===== config.mk =====
export PLATFORM = sky130hd
export DESIGN_NAME = nd_link_layer_option_check
export DESIGN_NICKNAME = d
export VERILOG_FILES = /design/src/sv/ndllo_pkg.sv /design/src/sv/nd_link_layer_option_check.sv
export SDC_FILE = /design/constraint.sdc
export NUM_CORES = 1
export LEC_CHECK = 0
export BUFFER_PORTS_ARGS = -buffer_cell sky130_fd_sc_hd__buf_2
export CORE_ASPECT_RATIO = 2
export CORE_MARGIN = 2
export CORE_UTILIZATION = 23
export CTS_CLUSTER_DIAMETER = 80
export DETAILED_ROUTE_END_ITERATION = 16
export HOLD_SLACK_MARGIN = 0.06
export SLEW_MARGIN = 20
export SYNTH_ARGS = -nofsm -noshare
export SYNTH_HDL_FRONTEND = slang
export SYNTH_SLANG_ARGS = --single-unit

===== constraint.sdc =====
create_clock -name clk -period 10.7 [get_ports clk]
set_clock_uncertainty 0.15 [all_clocks]
set_input_delay 0.535 -clock clk [delete_from_list [all_inputs] [get_ports clk]]
set_output_delay 0.535 -clock clk [all_outputs]
set_load 0.02 [all_outputs]

===== src/sv/ndllo_pkg.sv =====
// Package for the ND link-layer option checker: parse phases, verdict codes,
// ICMPv6/option constants and the result word layout. No dependencies.
package ndllo_pkg;

    localparam int MAX_FRAME_BYTES = 2048;
    // byte position saturates at MAX_FRAME_BYTES, so it must hold that value
    localparam int POS_W  = $clog2(MAX_FRAME_BYTES + 1);
    // option pointer may run one full option (255 * 8) past the last parsed byte
    localparam int NEXT_W = $clog2(MAX_FRAME_BYTES + 2048);

    localparam int L2_LEN_W = 5;
    localparam int MAC_W    = 48;
    localparam int BYTE_W   = 8;

    localparam logic [L2_LEN_W-1:0] L2_LEN_RESET = L2_LEN_W'(14);

    localparam logic [POS_W-1:0] SRC_MAC_FIRST = POS_W'(6);
    localparam logic [POS_W-1:0] SRC_MAC_END   = POS_W'(12);

    localparam logic [NEXT_W-1:0] IPV6_HDR_BYTES = NEXT_W'(40);

    localparam logic [BYTE_W-1:0] ICMP_ROUTER_SOLICIT   = 8'd133;
    localparam logic [BYTE_W-1:0] ICMP_ROUTER_ADVERT    = 8'd134;
    localparam logic [BYTE_W-1:0] ICMP_NEIGHBOR_SOLICIT = 8'd135;
    localparam logic [BYTE_W-1:0] ICMP_NEIGHBOR_ADVERT  = 8'd136;

    // fixed message body length before the options, counted from the type byte
    localparam logic [NEXT_W-1:0] BODY_RS = NEXT_W'(8);
    localparam logic [NEXT_W-1:0] BODY_RA = NEXT_W'(16);
    localparam logic [NEXT_W-1:0] BODY_NS = NEXT_W'(24);
    localparam logic [NEXT_W-1:0] BODY_NA = NEXT_W'(24);

    localparam logic [1:0] OPT_NONE       = 2'd0;
    localparam logic [1:0] OPT_SOURCE_LLA = 2'd1;
    localparam logic [1:0] OPT_TARGET_LLA = 2'd2;

    localparam logic [2:0] MAC_LAST_TAKEN = 3'd5;

    typedef enum logic [1:0] {
        VERDICT_UNCHECKED = 2'd0,
        VERDICT_NO_OPTION = 2'd1,
        VERDICT_MATCH     = 2'd2,
        VERDICT_MISMATCH  = 2'd3
    } verdict_t;

    typedef enum logic [2:0] {
        PH_HEADER    = 3'd0,
        PH_SKIP      = 3'd1,
        PH_LEN_MATCH = 3'd2,
        PH_LEN_OTHER = 3'd3,
        PH_MAC       = 3'd4,
        PH_DONE      = 3'd5
    } phase_t;

    // first field in the highest bits
    typedef struct packed {
        logic [MAC_W-1:0] announced_mac;
        logic [MAC_W-1:0] source_mac;
        verdict_t         verdict;
    } result_t;

    localparam int RESULT_W = $bits(result_t);
    localparam int OUT_TDATA_W = ((RESULT_W + 7) / 8) * 8;

endpackage


===== src/sv/nd_link_layer_option_check.sv =====
// Top level of the IPv6 ND link-layer address option checker.
// Depends on ndllo_pkg for constants, phase enum and result word layout.
//
// Takes one frame byte per word on s_axis (tlast marks the final byte) and
// gives one result word per frame on m_axis. The frame state (position,
// source MAC, option pointer, option MAC) is updated in the cycle the byte
// is accepted, so s_axis can run at one byte per cycle, with no gaps while
// the skid is empty. On the last byte the verdict is written to a two-deep
// output buffer (output register plus skid); s_axis_tready drops only while
// both are full. Position counts saturate at MAX_FRAME_BYTES; bytes past it
// are not parsed. l2_header_len is written through cfg_* and must only
// change between frames.
module nd_link_layer_option_check
    import ndllo_pkg::*;
(
    input  logic                   clk,
    input  logic                   rst_n,
    // configuration: l2_header_len
    input  logic                   cfg_valid,
    output logic                   cfg_ready,
    input  logic [L2_LEN_W-1:0]    cfg_data,
    // input bytes
    input  logic                   s_axis_tvalid,
    output logic                   s_axis_tready,
    input  logic [7:0]             s_axis_tdata,   // [7:0] packet_byte
    input  logic                   s_axis_tlast,   // last_byte
    // results
    output logic                   m_axis_tvalid,
    input  logic                   m_axis_tready,
    output logic [OUT_TDATA_W-1:0] m_axis_tdata    // [1:0] verdict, [49:2] source_mac,
                                                   // [97:50] announced_mac, rest zero
);

    // configuration
    logic [L2_LEN_W-1:0] l2_len_reg;

    // frame state
    logic [POS_W-1:0]  pos_reg,      pos_next;
    logic [MAC_W-1:0]  src_mac_reg,  src_mac_next;
    logic [1:0]        wanted_reg,   wanted_next;
    phase_t            phase_reg,    phase_next;
    logic [NEXT_W-1:0] opt_at_reg,   opt_at_next;
    logic [MAC_W-1:0]  opt_mac_reg,  opt_mac_next;
    logic [2:0]        taken_reg,    taken_next;
    verdict_t          outcome_reg,  outcome_next;

    // output buffer
    logic    out_valid_reg,  out_valid_next;
    result_t out_data_reg,   out_data_next;
    logic    skid_valid_reg, skid_valid_next;
    result_t skid_data_reg,  skid_data_next;

    logic              in_acc;
    logic              push;
    logic              pop;
    logic              parse_en;
    logic [BYTE_W-1:0] b;
    logic [NEXT_W-1:0] pos_ext;
    logic [NEXT_W-1:0] icmp_at;
    result_t           result;

    // updated values before the end-of-frame clear
    logic [1:0]        wanted_upd;
    phase_t            phase_upd;
    logic [NEXT_W-1:0] opt_at_upd;
    logic [MAC_W-1:0]  opt_mac_upd;
    logic [2:0]        taken_upd;
    verdict_t          outcome_upd;
    logic [MAC_W-1:0]  src_mac_upd;

    assign cfg_ready     = 1'b1;
    assign s_axis_tready = !skid_valid_reg;
    assign in_acc        = s_axis_tvalid && s_axis_tready;
    assign push          = in_acc && s_axis_tlast;
    assign pop           = out_valid_reg && m_axis_tready;

    assign b        = s_axis_tdata;
    assign parse_en = (pos_reg != POS_W'(MAX_FRAME_BYTES));
    assign pos_ext  = NEXT_W'(pos_reg);
    assign icmp_at  = NEXT_W'(l2_len_reg) + IPV6_HDR_BYTES;

    // source MAC: frame bytes 6..11, first byte ends up most significant
    always_comb
    begin
        src_mac_upd = src_mac_reg;
        if (parse_en && pos_reg >= SRC_MAC_FIRST && pos_reg < SRC_MAC_END)
        begin
            src_mac_upd = {src_mac_reg[MAC_W-9:0], b};
        end
    end

    // parse phase: next-state logic
    always_comb
    begin
        phase_upd = phase_reg;
        if (parse_en)
        begin
            case (phase_reg)
                PH_HEADER:
                begin
                    if (pos_ext == icmp_at)
                    begin
                        if (b inside {ICMP_ROUTER_SOLICIT, ICMP_ROUTER_ADVERT,
                                      ICMP_NEIGHBOR_SOLICIT, ICMP_NEIGHBOR_ADVERT})
                        begin
                            phase_upd = PH_SKIP;
                        end
                        else
                        begin
                            phase_upd = PH_DONE;
                        end
                    end
                end
                PH_SKIP:
                begin
                    if (pos_ext == opt_at_reg)
                    begin
                        if (b == '0)
                        begin
                            phase_upd = PH_DONE;
                        end
                        else if (b == BYTE_W'(wanted_reg))
                        begin
                            phase_upd = PH_LEN_MATCH;
                        end
                        else
                        begin
                            phase_upd = PH_LEN_OTHER;
                        end
                    end
                end
                PH_LEN_MATCH:
                begin
                    phase_upd = (b == '0) ? PH_DONE : PH_MAC;
                end
                PH_LEN_OTHER:
                begin
                    phase_upd = (b == '0) ? PH_DONE : PH_SKIP;
                end
                PH_MAC:
                begin
                    if (taken_reg == MAC_LAST_TAKEN)
                    begin
                        phase_upd = PH_DONE;
                    end
                end
                default:
                begin
                    phase_upd = phase_reg;
                end
            endcase
        end
    end

    // parse datapath: option pointer, wanted option, option MAC, outcome
    always_comb
    begin
        wanted_upd  = wanted_reg;
        opt_at_upd  = opt_at_reg;
        opt_mac_upd = opt_mac_reg;
        taken_upd   = taken_reg;
        outcome_upd = outcome_reg;
        if (parse_en)
        begin
            case (phase_reg)
                PH_HEADER:
                begin
                    if (pos_ext == icmp_at)
                    begin
                        case (b)
                            ICMP_ROUTER_SOLICIT:
                            begin
                                wanted_upd = OPT_SOURCE_LLA;
                                opt_at_upd = icmp_at + BODY_RS;
                            end
                            ICMP_ROUTER_ADVERT:
                            begin
                                wanted_upd = OPT_SOURCE_LLA;
                                opt_at_upd = icmp_at + BODY_RA;
                            end
                            ICMP_NEIGHBOR_SOLICIT:
                            begin
                                wanted_upd = OPT_SOURCE_LLA;
                                opt_at_upd = icmp_at + BODY_NS;
                            end
                            ICMP_NEIGHBOR_ADVERT:
                            begin
                                wanted_upd = OPT_TARGET_LLA;
                                opt_at_upd = icmp_at + BODY_NA;
                            end
                            default:
                            begin
                                wanted_upd  = OPT_NONE;
                                outcome_upd = VERDICT_UNCHECKED;
                            end
                        endcase
                    end
                end
                PH_SKIP:
                begin
                    // option type zero ends the search
                    if (pos_ext == opt_at_reg && b == '0)
                    begin
                        outcome_upd = VERDICT_NO_OPTION;
                    end
                end
                PH_LEN_MATCH:
                begin
                    if (b == '0)
                    begin
                        outcome_upd = VERDICT_NO_OPTION;
                    end
                    else
                    begin
                        opt_mac_upd = '0;
                        taken_upd   = '0;
                    end
                end
                PH_LEN_OTHER:
                begin
                    // zero length would loop forever: stop instead
                    if (b == '0)
                    begin
                        outcome_upd = VERDICT_NO_OPTION;
                    end
                    else
                    begin
                        opt_at_upd = opt_at_reg + NEXT_W'({b, 3'b000});
                    end
                end
                PH_MAC:
                begin
                    opt_mac_upd = {opt_mac_reg[MAC_W-9:0], b};
                    taken_upd   = taken_reg + 3'd1;
                    if (taken_reg == MAC_LAST_TAKEN)
                    begin
                        outcome_upd = ({opt_mac_reg[MAC_W-9:0], b} == src_mac_reg)
                                      ? VERDICT_MATCH : VERDICT_MISMATCH;
                    end
                end
                default:
                begin
                    outcome_upd = outcome_reg;
                end
            endcase
        end
    end

    // verdict from the state after this byte; truncated option -> no option
    always_comb
    begin
        result.source_mac    = src_mac_upd;
        result.announced_mac = '0;
        case (phase_upd)
            PH_DONE:   result.verdict = outcome_upd;
            PH_HEADER: result.verdict = VERDICT_UNCHECKED;
            default:   result.verdict = VERDICT_NO_OPTION;
        endcase
        if (result.verdict == VERDICT_MATCH || result.verdict == VERDICT_MISMATCH)
        begin
            result.announced_mac = opt_mac_upd;
        end
    end

    // frame state: hold when idle, advance on a byte, clear after the last byte
    always_comb
    begin
        pos_next     = pos_reg;
        src_mac_next = src_mac_reg;
        wanted_next  = wanted_reg;
        phase_next   = phase_reg;
        opt_at_next  = opt_at_reg;
        opt_mac_next = opt_mac_reg;
        taken_next   = taken_reg;
        outcome_next = outcome_reg;
        if (in_acc)
        begin
            if (s_axis_tlast)
            begin
                pos_next     = '0;
                src_mac_next = '0;
                wanted_next  = OPT_NONE;
                phase_next   = PH_HEADER;
                opt_at_next  = '0;
                opt_mac_next = '0;
                taken_next   = '0;
                outcome_next = VERDICT_UNCHECKED;
            end
            else
            begin
                pos_next     = parse_en ? pos_reg + POS_W'(1) : pos_reg;
                src_mac_next = src_mac_upd;
                wanted_next  = wanted_upd;
                phase_next   = phase_upd;
                opt_at_next  = opt_at_upd;
                opt_mac_next = opt_mac_upd;
                taken_next   = taken_upd;
                outcome_next = outcome_upd;
            end
        end
    end

    // two-deep output buffer; skid only fills while the output register is held
    always_comb
    begin
        out_valid_next  = out_valid_reg;
        out_data_next   = out_data_reg;
        skid_valid_next = skid_valid_reg;
        skid_data_next  = skid_data_reg;
        if (pop)
        begin
            if (skid_valid_reg)
            begin
                out_data_next   = skid_data_reg;
                skid_valid_next = 1'b0;
            end
            else if (push)
            begin
                out_data_next = result;
            end
            else
            begin
                out_valid_next = 1'b0;
            end
        end
        else if (push)
        begin
            if (!out_valid_reg)
            begin
                out_valid_next = 1'b1;
                out_data_next  = result;
            end
            else
            begin
                skid_valid_next = 1'b1;
                skid_data_next  = result;
            end
        end
    end

    always_ff @(posedge clk or negedge rst_n)
    begin
        if (!rst_n)
        begin
            l2_len_reg     <= L2_LEN_RESET;
            pos_reg        <= '0;
            src_mac_reg    <= '0;
            wanted_reg     <= OPT_NONE;
            phase_reg      <= PH_HEADER;
            opt_at_reg     <= '0;
            opt_mac_reg    <= '0;
            taken_reg      <= '0;
            outcome_reg    <= VERDICT_UNCHECKED;
            out_valid_reg  <= 1'b0;
            skid_valid_reg <= 1'b0;
        end
        else
        begin
            if (cfg_valid && cfg_ready)
            begin
                l2_len_reg <= cfg_data;
            end
            pos_reg        <= pos_next;
            src_mac_reg    <= src_mac_next;
            wanted_reg     <= wanted_next;
            phase_reg      <= phase_next;
            opt_at_reg     <= opt_at_next;
            opt_mac_reg    <= opt_mac_next;
            taken_reg      <= taken_next;
            outcome_reg    <= outcome_next;
            out_valid_reg  <= out_valid_next;
            skid_valid_reg <= skid_valid_next;
        end
    end

    // result payload, no reset
    always_ff @(posedge clk)
    begin
        out_data_reg  <= out_data_next;
        skid_data_reg <= skid_data_next;
    end

    assign m_axis_tvalid = out_valid_reg;
    assign m_axis_tdata  = {(OUT_TDATA_W - RESULT_W)'(0), out_data_reg};

endmodule

==> After elaboration in Yosys (flattened, before gate mapping) <==
Index checks and enable logic that the tools add are counted.
{ "classes": {"addsub": 7, "n_lt_le_gt_ge": 2, "n_eq_ne": 24, "muxes": 57, "bitwise_logic": 1, "reduce_logical": 32} }
{ "ops": {"columns": ["operator", "n"], "rows": [
  ["$mux 98", 5],
  ["$mux 48", 6],
  ["$pmux 48 s2", 1],
  ["$mux 12", 6],
  ["$eq 48x48->1", 1],
  ["$pmux 12 s3", 1],
  ["$mux 3", 11],
  ["$eq 8x8->1 const B", 4],
  ["$pmux 12 s2", 1],
  ["$mux 2", 11],
  ["$add 7x5->8 const B", 2],
  ["$pmux 3 s5", 1],
  ["$add 12x1->12 const B", 1],
  ["$add 12x11->12", 1],
  ["$eq 12x12->1", 1],
  ["$eq 12x7->1", 1],
  ["$ge 12x3->1 const B", 1],
  ["$lt 12x4->1 const B", 1],
  ["$ne 12x12->1 const B", 1],
  ["$reduce_bool 2->1", 6],
  ["$mux 1", 10],
  ["$eq 3x3->1 const B", 3],
  ["$ne 3x3->1 const B", 3],
  ["$reduce_and 3->1", 3],
  ["27 further kinds", 41]
]} }
{ "word_totals": {"register_bits": 333, "input_bits": 19, "out_inout_bits": 107, "elab_cells": 140} }

==> Longest topological paths before layout <==
Gate-level depths: netlist of the first run.
{ "depth": {"word_depth": 14, "mapped_depth": 13, "ltp_nobuf": 10} }

==> Worst setup path after synthesis of the first run <==
Ideal clock, no wire load.
{ "synth_path": {"path_type": "in2reg", "start": "input port s_axis_tvalid", "end": "register out_data_reg, in the netlist m_axis_tdata[0] (enable)", "arrival_ps": 8351, "required_ps": 9840, "path_slack_ps": 1489, "cell_stages": 5, "n_path_buf": 0, "path_cell_list": "nor2b_1 -> and2_1 -> inv_1 -> ha_1 -> a221oi_1"} }
{ "synth_via": {"elab_chain_cells": 4, "elab_cells_between_ends": 5} }
{ "synth_lines": {"columns": ["item", "line_no", "source"], "rows": [
  ["from (decl)", "nd_link_layer_option_check.sv:23", "input logic s_axis_tvalid,"],
  ["$logic_and 1x1->1 *", "nd_link_layer_option_check.sv:73", "assign in_acc = s_axis_tvalid && s_axis_tready;"],
  ["$logic_and 1x1->1 *", "nd_link_layer_option_check.sv:74", "assign push = in_acc && s_axis_tlast;"],
  ["$reduce_bool 2->1 (no line)", null, null],
  ["$reduce_and 3->1 (no line) *", null, null],
  ["to (signal assigned)", "nd_link_layer_option_check.sv:379", "out_data_reg <= out_data_next;"],
  ["to (decl)", "nd_link_layer_option_check.sv:49", "result_t out_data_reg, out_data_next;"]
]} }
Mark *: on every way between the ends. The rest lies on a longest branch, timed or not.
A chain may end at the register's enable or synchronous reset.

==> flow_metrics.tcl, run 1 <==
set metrics [dict create \
    yosys_warnings 0 \
    io_buffers 118 \
    finalSetupViolCount 0 \
    yosys-top-cells-area "edfxtp_1 (39%), dfrtp_1 (22%), nor2_1 (5.5%), a22o_1 (4.8%), mux2_2 (3.5%)" \
    yosysTopAreaCell "edfxtp_1" \
    rsz0062_at_grt "no" \
    max_freq_ghz 0.257 \
    drc 0 \
    rows 133 \
    gp_congestion 0.864 \
    grt_max_degree 99 \
    seq_area_um2 9320 \
    crit_arrival_ns 4.04 \
    leakage_nw 6.82 \
    cts-root-buf "clkbuf_16" \
    clk_latency_ns 0.58 \
    yosysTopAreaCellShare_pct 38.6 \
    period_needed_ns 3.90 \
    syn-cell-area_um2 15300 \
    start_util_pct 23.2 \
    yosysSeqAreaShare_pct 61.1 \
    synth_edf_count 196 \
    path_class "reg -> reg" \
    synth-main-ff-cell "edfxtp_1" \
    power_density_nw_per_um2 193 \
    grt_pass1_vias 10958 \
    vdd_drop_max_mv 0.111 \
    area_delta_synth_final_pct 16.8 \
    ant_nets 0 \
    critPathRequiredTime_ns 10.84 \
    syn_inst 1319 \
    synth_area_per_cell_um2 11.6 \
    vias 10595 \
    dp_hpwl_um 32800 \
    clockBufferDepth 3 \
    async_reset_ff_share_pct 41.1 \
    antennaDiodeCount 0 \
    path_clk_slew_ns 0.07 \
    fillers 6804 \
    grt_pass1_wl_um 68400 \
    path_max_fanout 98 \
    htreeDepth 1 \
    postPlaceCellArea_um2 16800 \
    cts_tree "built" \
    layout.nets 1439 \
    core-area_um2 65700 \
    critPathLaunchType "register" \
    tns_ns 0 \
    wl_um 45700 \
    post_cts_resized 0 \
    hold_path_class "in -> reg" \
    whs_ns 0.0904 \
    finalCritPeriodShare_pct 36.4 \
    ys_types 62 \
    tightest_slew_ns 1.02 \
    drive_gt1_share_pct 17.6 \
    die_area_um2 68600 \
    end_kind "register" \
    ios 126 \
    routedWlPerCell_um 19.9 \
    slew_headroom_pct 31.5 \
    vias_per_cell 4.60 \
    finalHoldViolCount 0 \
    multi_input_area_um2 5490 \
    grt_remaining_overflow 0 \
    drv_slew 0 \
    synth-seq-cells 333 \
    numCtsBuffers 28 \
    antenna_found_initial 3 \
    p_total_mw 3.44 \
    maxCapViolCount 0 \
    cts_num_sinks 333 \
    die_width_um 186 \
    drtIter0Drc 748 \
    die_y_um 368 \
    grt_use_total_pct 13.3 \
    post-route-util_pct 27.1 \
    status "complete, no violations" \
    final_area_um2 17800 \
    drt-pass1-iter-count 5 \
]
[through the flow]
step           setup slack (ns)  instances
4_1_cts                    6.81       2301
5_1_grt                    6.56       2301
6_report                   6.80       2301
2_1_floorplan              1.49       1324
3_5_place_dp               6.60       2242
3_3_place_gp               6.73       2242
[cells in the mapped netlist, drive strengths merged (3+ instances only)]
| master | number |
|---|---|
| nor2 | 224 |
| edfxtp | 196 |
| dfrtp | 134 |
| nand2 | 106 |
| a22o | 84 |
| clkbuf | 63 |
| o21ai | 56 |
| o31ai | 50 |
| a22oi | 49 |
| xnor2 | 49 |
| mux2 | 48 |
| inv | 38 |
| buf | 30 |
| xor2 | 26 |
| a21oi | 22 |
| ha | 17 |
| nand4 | 15 |
| nand3 | 13 |
| nor3 | 11 |
| nor4 | 11 |
| a31oi | 7 |
| a21o | 6 |
| o22ai | 6 |
| or3 | 4 |
| a221oi | 3 |
| and3 | 3 |
| dfstp | 3 |
| nor2b | 3 |
| o21a | 3 |
| o41ai | 3 |
[report_power, final]
| part | switching, mW | internal (mW) | leakage [nW] |
|---|---|---|---|
| registers | 0.0914 | 1.54 | 3.74 |
| logic | 0.498 | 0.214 | 2.59 |
| clock network | 0.487 | 0.614 | 0.491 |
| total | 1.08 | 2.37 | 6.82 |
[layer usage]
| metal | global-route usage (%) | part of all wire, % |
|---|---|---|
| met1 | 13.3 | 35 |
| met2 | 25.6 | 56 |
| met3 | 1.60 | 3.9 |
| met4 | 7.54 | 5.8 |
| met5 | 0 | 0.061 |
[critical path: stages, from the launching register on]
cell	delay [ns]
dfstp_2	0.59
inv_1	0.11
ha_1	0.35
xor2_1	0.16
or4_1	0.46
nor3_4	0.25
nand2_1	0.09
o21ai_1	0.15
a31oi_1	0.17
nand4_4	0.14
buf_4	0.70
o31ai_1	0.21
[worst paths after layout]
path / slack (ns) / end / startpoint / depth (start not counted)
max: 6.80 / m_axis_tdata[50] / l2_len_reg[3] / 11
min: 0.09 / skid_valid_reg / m_axis_tready / 2
max reg2reg: 6.80 / m_axis_tdata[50] / l2_len_reg[3] / 11
min reg2reg: 0.33 / opt_mac_reg[44] / opt_mac_reg[44] / 2
max in group asynchronous: 8.24 / src_mac_reg[45] / rst_n / 4
min in group asynchronous: 0.29 / wanted_reg[1] / rst_n / 2
[cells by family after synthesis]
logic type / Yosys count / share of synthesized area, %
other cells: 2 / 0.0492
fa+ha+maj: 18 / 1.52
buf+inv: 131 / 3.54
compound gates: 302 / 14.3
flops: 333 / 61.1
simple gates: 408 / 11.5
xor+xnor: 75 / 4.30
mux: 50 / 3.67
[placed cells by master, fill, tap and decap left out, types with 11 or more instances in the layout]
master	Yosys	routed
nor4_1	11	11
a22oi_1	49	49
a21oi_1	22	22
inv_1	37	37
xor2_1	26	26
o21ai_0	49	49
edfxtp_1	196	196
buf_4	7	17
buf_2	18	117
nand3_1	13	12
o31ai_1	50	50
mux2_2	48	48
a22o_1	84	84
xnor2_1	49	49
nand2_1	106	105
nor2_1	224	221
nand4_1	14	14
ha_1	17	17
dfrtp_1	134	134
clkbuf_16	0	31
[area by class of cell]
class | instances | area share, %
Tap cell | 877 | 6.16
Clock buffer | 41 | 4.87
Inverter | 38 | 0.800
Sequential cell | 333 | 52.3
Clock inverter | 11 | 0.660
Multi-Input combinational cell | 860 | 30.8
Timing Repair Buffer | 141 | 4.40
[timing repair]
item | in CTS | in global routing
hold endpoints to repair | 35 | 0
hold buffers | 7 | 0
endpoints found under the setup margin | 0 | 0
setup buffers | 0 | 0
No activity file was read; power rests on OpenSTA's default activity.
==> inputs of run 2 (changes only) <==
- clock period: 10.7 -> 3.7 ns (I/O delays scaled with it)
==> flow_metrics.tcl, run 2 (same netlist as run 1, synthesis figures left out) <==
set metrics [dict create \
    status "complete, no violations" \
    io_buffers 118 \
    htreeDepth 1 \
    path_clk_slew_ns 0.07 \
    vdd_drop_max_mv 0.299 \
    path_max_fanout 54 \
    postPlaceCellArea_um2 17000 \
    max_freq_ghz 0.292 \
    dp_hpwl_um 32800 \
    clockBufferDepth 3 \
    layout_commonest_cell "nor2_1" \
    layout_common_cells "nor2_1 (221), edfxtp_1 (196), dfrtp_1 (134), buf_2 (117), nand2_1 (105)" \
    numCtsBuffers 28 \
    grt_use_total_pct 13.1 \
    crit_arrival_ns 3.66 \
    slew_headroom_pct 37.7 \
    final_area_um2 18200 \
    cts_tree "built" \
    rows 133 \
    cp_slowest_stage_delay_ns 0.59 \
    vias 10857 \
    post-route-util_pct 27.7 \
    post_cts_resized 0 \
    critPathRequiredTime_ns 3.94 \
    cp_cell_sequence "inv_1 -> ha_1 -> xor2_1 -> or4_1 -> nor3_4 -> a31oi_1 -> o21ai_2 -> nand4_4 -> buf_12 -> o31ai_1" \
    leakage_nw 6.99 \
    rsz0062_at_grt "no" \
    drive_gt1_share_pct 18.0 \
    start_util_pct 23.2 \
    finalSetupViolCount 0 \
    power_density_nw_per_um2 554 \
    vias_per_cell 4.65 \
    finalCritPeriodShare_pct 92.5 \
    area_delta_synth_final_pct 19.5 \
    grt_pass1_wl_um 68100 \
    cts-root-buf "clkbuf_16" \
    routedWlPerCell_um 19.5 \
    end_kind "register" \
    postCtsSetupBuffers 0 \
    path_class "reg -> reg" \
    drc 0 \
    drt-pass1-iter-count 5 \
    layout.nets 1469 \
    grt_pass1_vias 11072 \
    die_width_um 186 \
    gp_congestion 0.872 \
    die_y_um 368 \
    ios 126 \
    tightest_slew_ns 0.932 \
    cts_num_sinks 333 \
    period_needed_ns 3.42 \
    critPathLaunchType "register" \
    cts_hold_buffers 26 \
    drv_slew 0 \
    cp_slowest_cell "dfstp_2" \
    crit_buf_inv 2 \
    antenna_found_initial 2 \
    die_area_um2 68600 \
    wl_um 45400 \
    crit_family "simple AND/OR/NAND/NOR gates" \
    maxCapViolCount 0 \
    dpl_worst_slack_ns 0.291 \
    hold_path_class "in -> async" \
    finalHoldViolCount 0 \
    ant_nets 0 \
    core-area_um2 65700 \
    clk_latency_ns 0.57 \
    grt_remaining_overflow 0 \
    grt_max_degree 99 \
    drtIter0Drc 913 \
    setup_slack_ns 0.279 \
]
==> run 2: changes by cell type in the layout (fill, tap and decap cells not counted), sizes merged <==
cell / before / now
dlygate4sd3: 7 / 26
clkbuf: 41 / 37
clkinv: 8 / 9
diode: 0 / 2
bufinv: 2 / 4
buf: 134 / 145
clkinvlp: 0 / 1
==> run 2: metrics by stage <==
stage          TNS [ns]  cells  hold slack [ns]  power [mW]
2_1_floorplan    -21.88   1324           -0.261        6.13
3_3_place_gp          0   2253            0.195        6.93
3_5_place_dp          0   2253            0.196        6.99
4_1_cts               0   2331            0.143        10.2
5_1_grt               0   2333            0.211        10.5
6_report              0   2333            0.131        10.1
==> run 2: power by group <==
group,total [mW],switching (mW),internal [mW]
combinational,2.16,1.45,0.713
sequential,4.73,0.283,4.45
clock,3.20,1.40,1.80
total,10.1,3.14,6.96
==> run 2: final timing paths <==
| kind | startpoint | endpoint | slack, ns | depth (start not counted) |
|---|---|---|---|---|
| setup reg to reg | l2_len_reg[3] | m_axis_tdata[97] | 0.28 | 10 |
| hold reg to reg | opt_mac_reg[46] | opt_mac_reg[46] | 0.34 | 2 |
| max in group asynchronous | rst_n | l2_len_reg[3] | 2.32 | 3 |
| setup / recovery | l2_len_reg[3] | m_axis_tdata[97] | 0.28 | 10 |
| min in group clk | cfg_valid | l2_len_reg[3] | 0.27 | 3 |
| hold / removal | rst_n | src_mac_reg[12] | 0.13 | 2 |
==> run 2: worst reg2reg max path, stage by stage (launching register included) <==
cell,delay [ns]
dfstp_2,0.59
inv_1,0.10
ha_1,0.35
xor2_1,0.17
or4_1,0.46
nor3_4,0.25
a31oi_1,0.16
o21ai_2,0.30
nand4_4,0.17
buf_12,0.22
o31ai_1,0.30
==> run 2: area by class of cell <==
class | count | area, um^2
Multi-Input combinational cell | 860 | 5500
Fill cell | 6782 | 47500
Inverter | 38 | 145
Clock buffer | 37 | 795
Antenna cell | 2 | 5.00
Timing Repair Buffer | 171 | 1190
Clock inverter | 15 | 180
Tap cell | 877 | 1100
Sequential cell | 333 | 9320
==> run 2: metal layers <==
metal  GRT usage, %  vias to the layer above  wire (um)
met5              0                        -          0
li1               -                     4997          -
met3           1.64                      118       1960
met2           24.4                      379      24500
met1           13.4                     5363      15900
met4           8.46                        0       3060
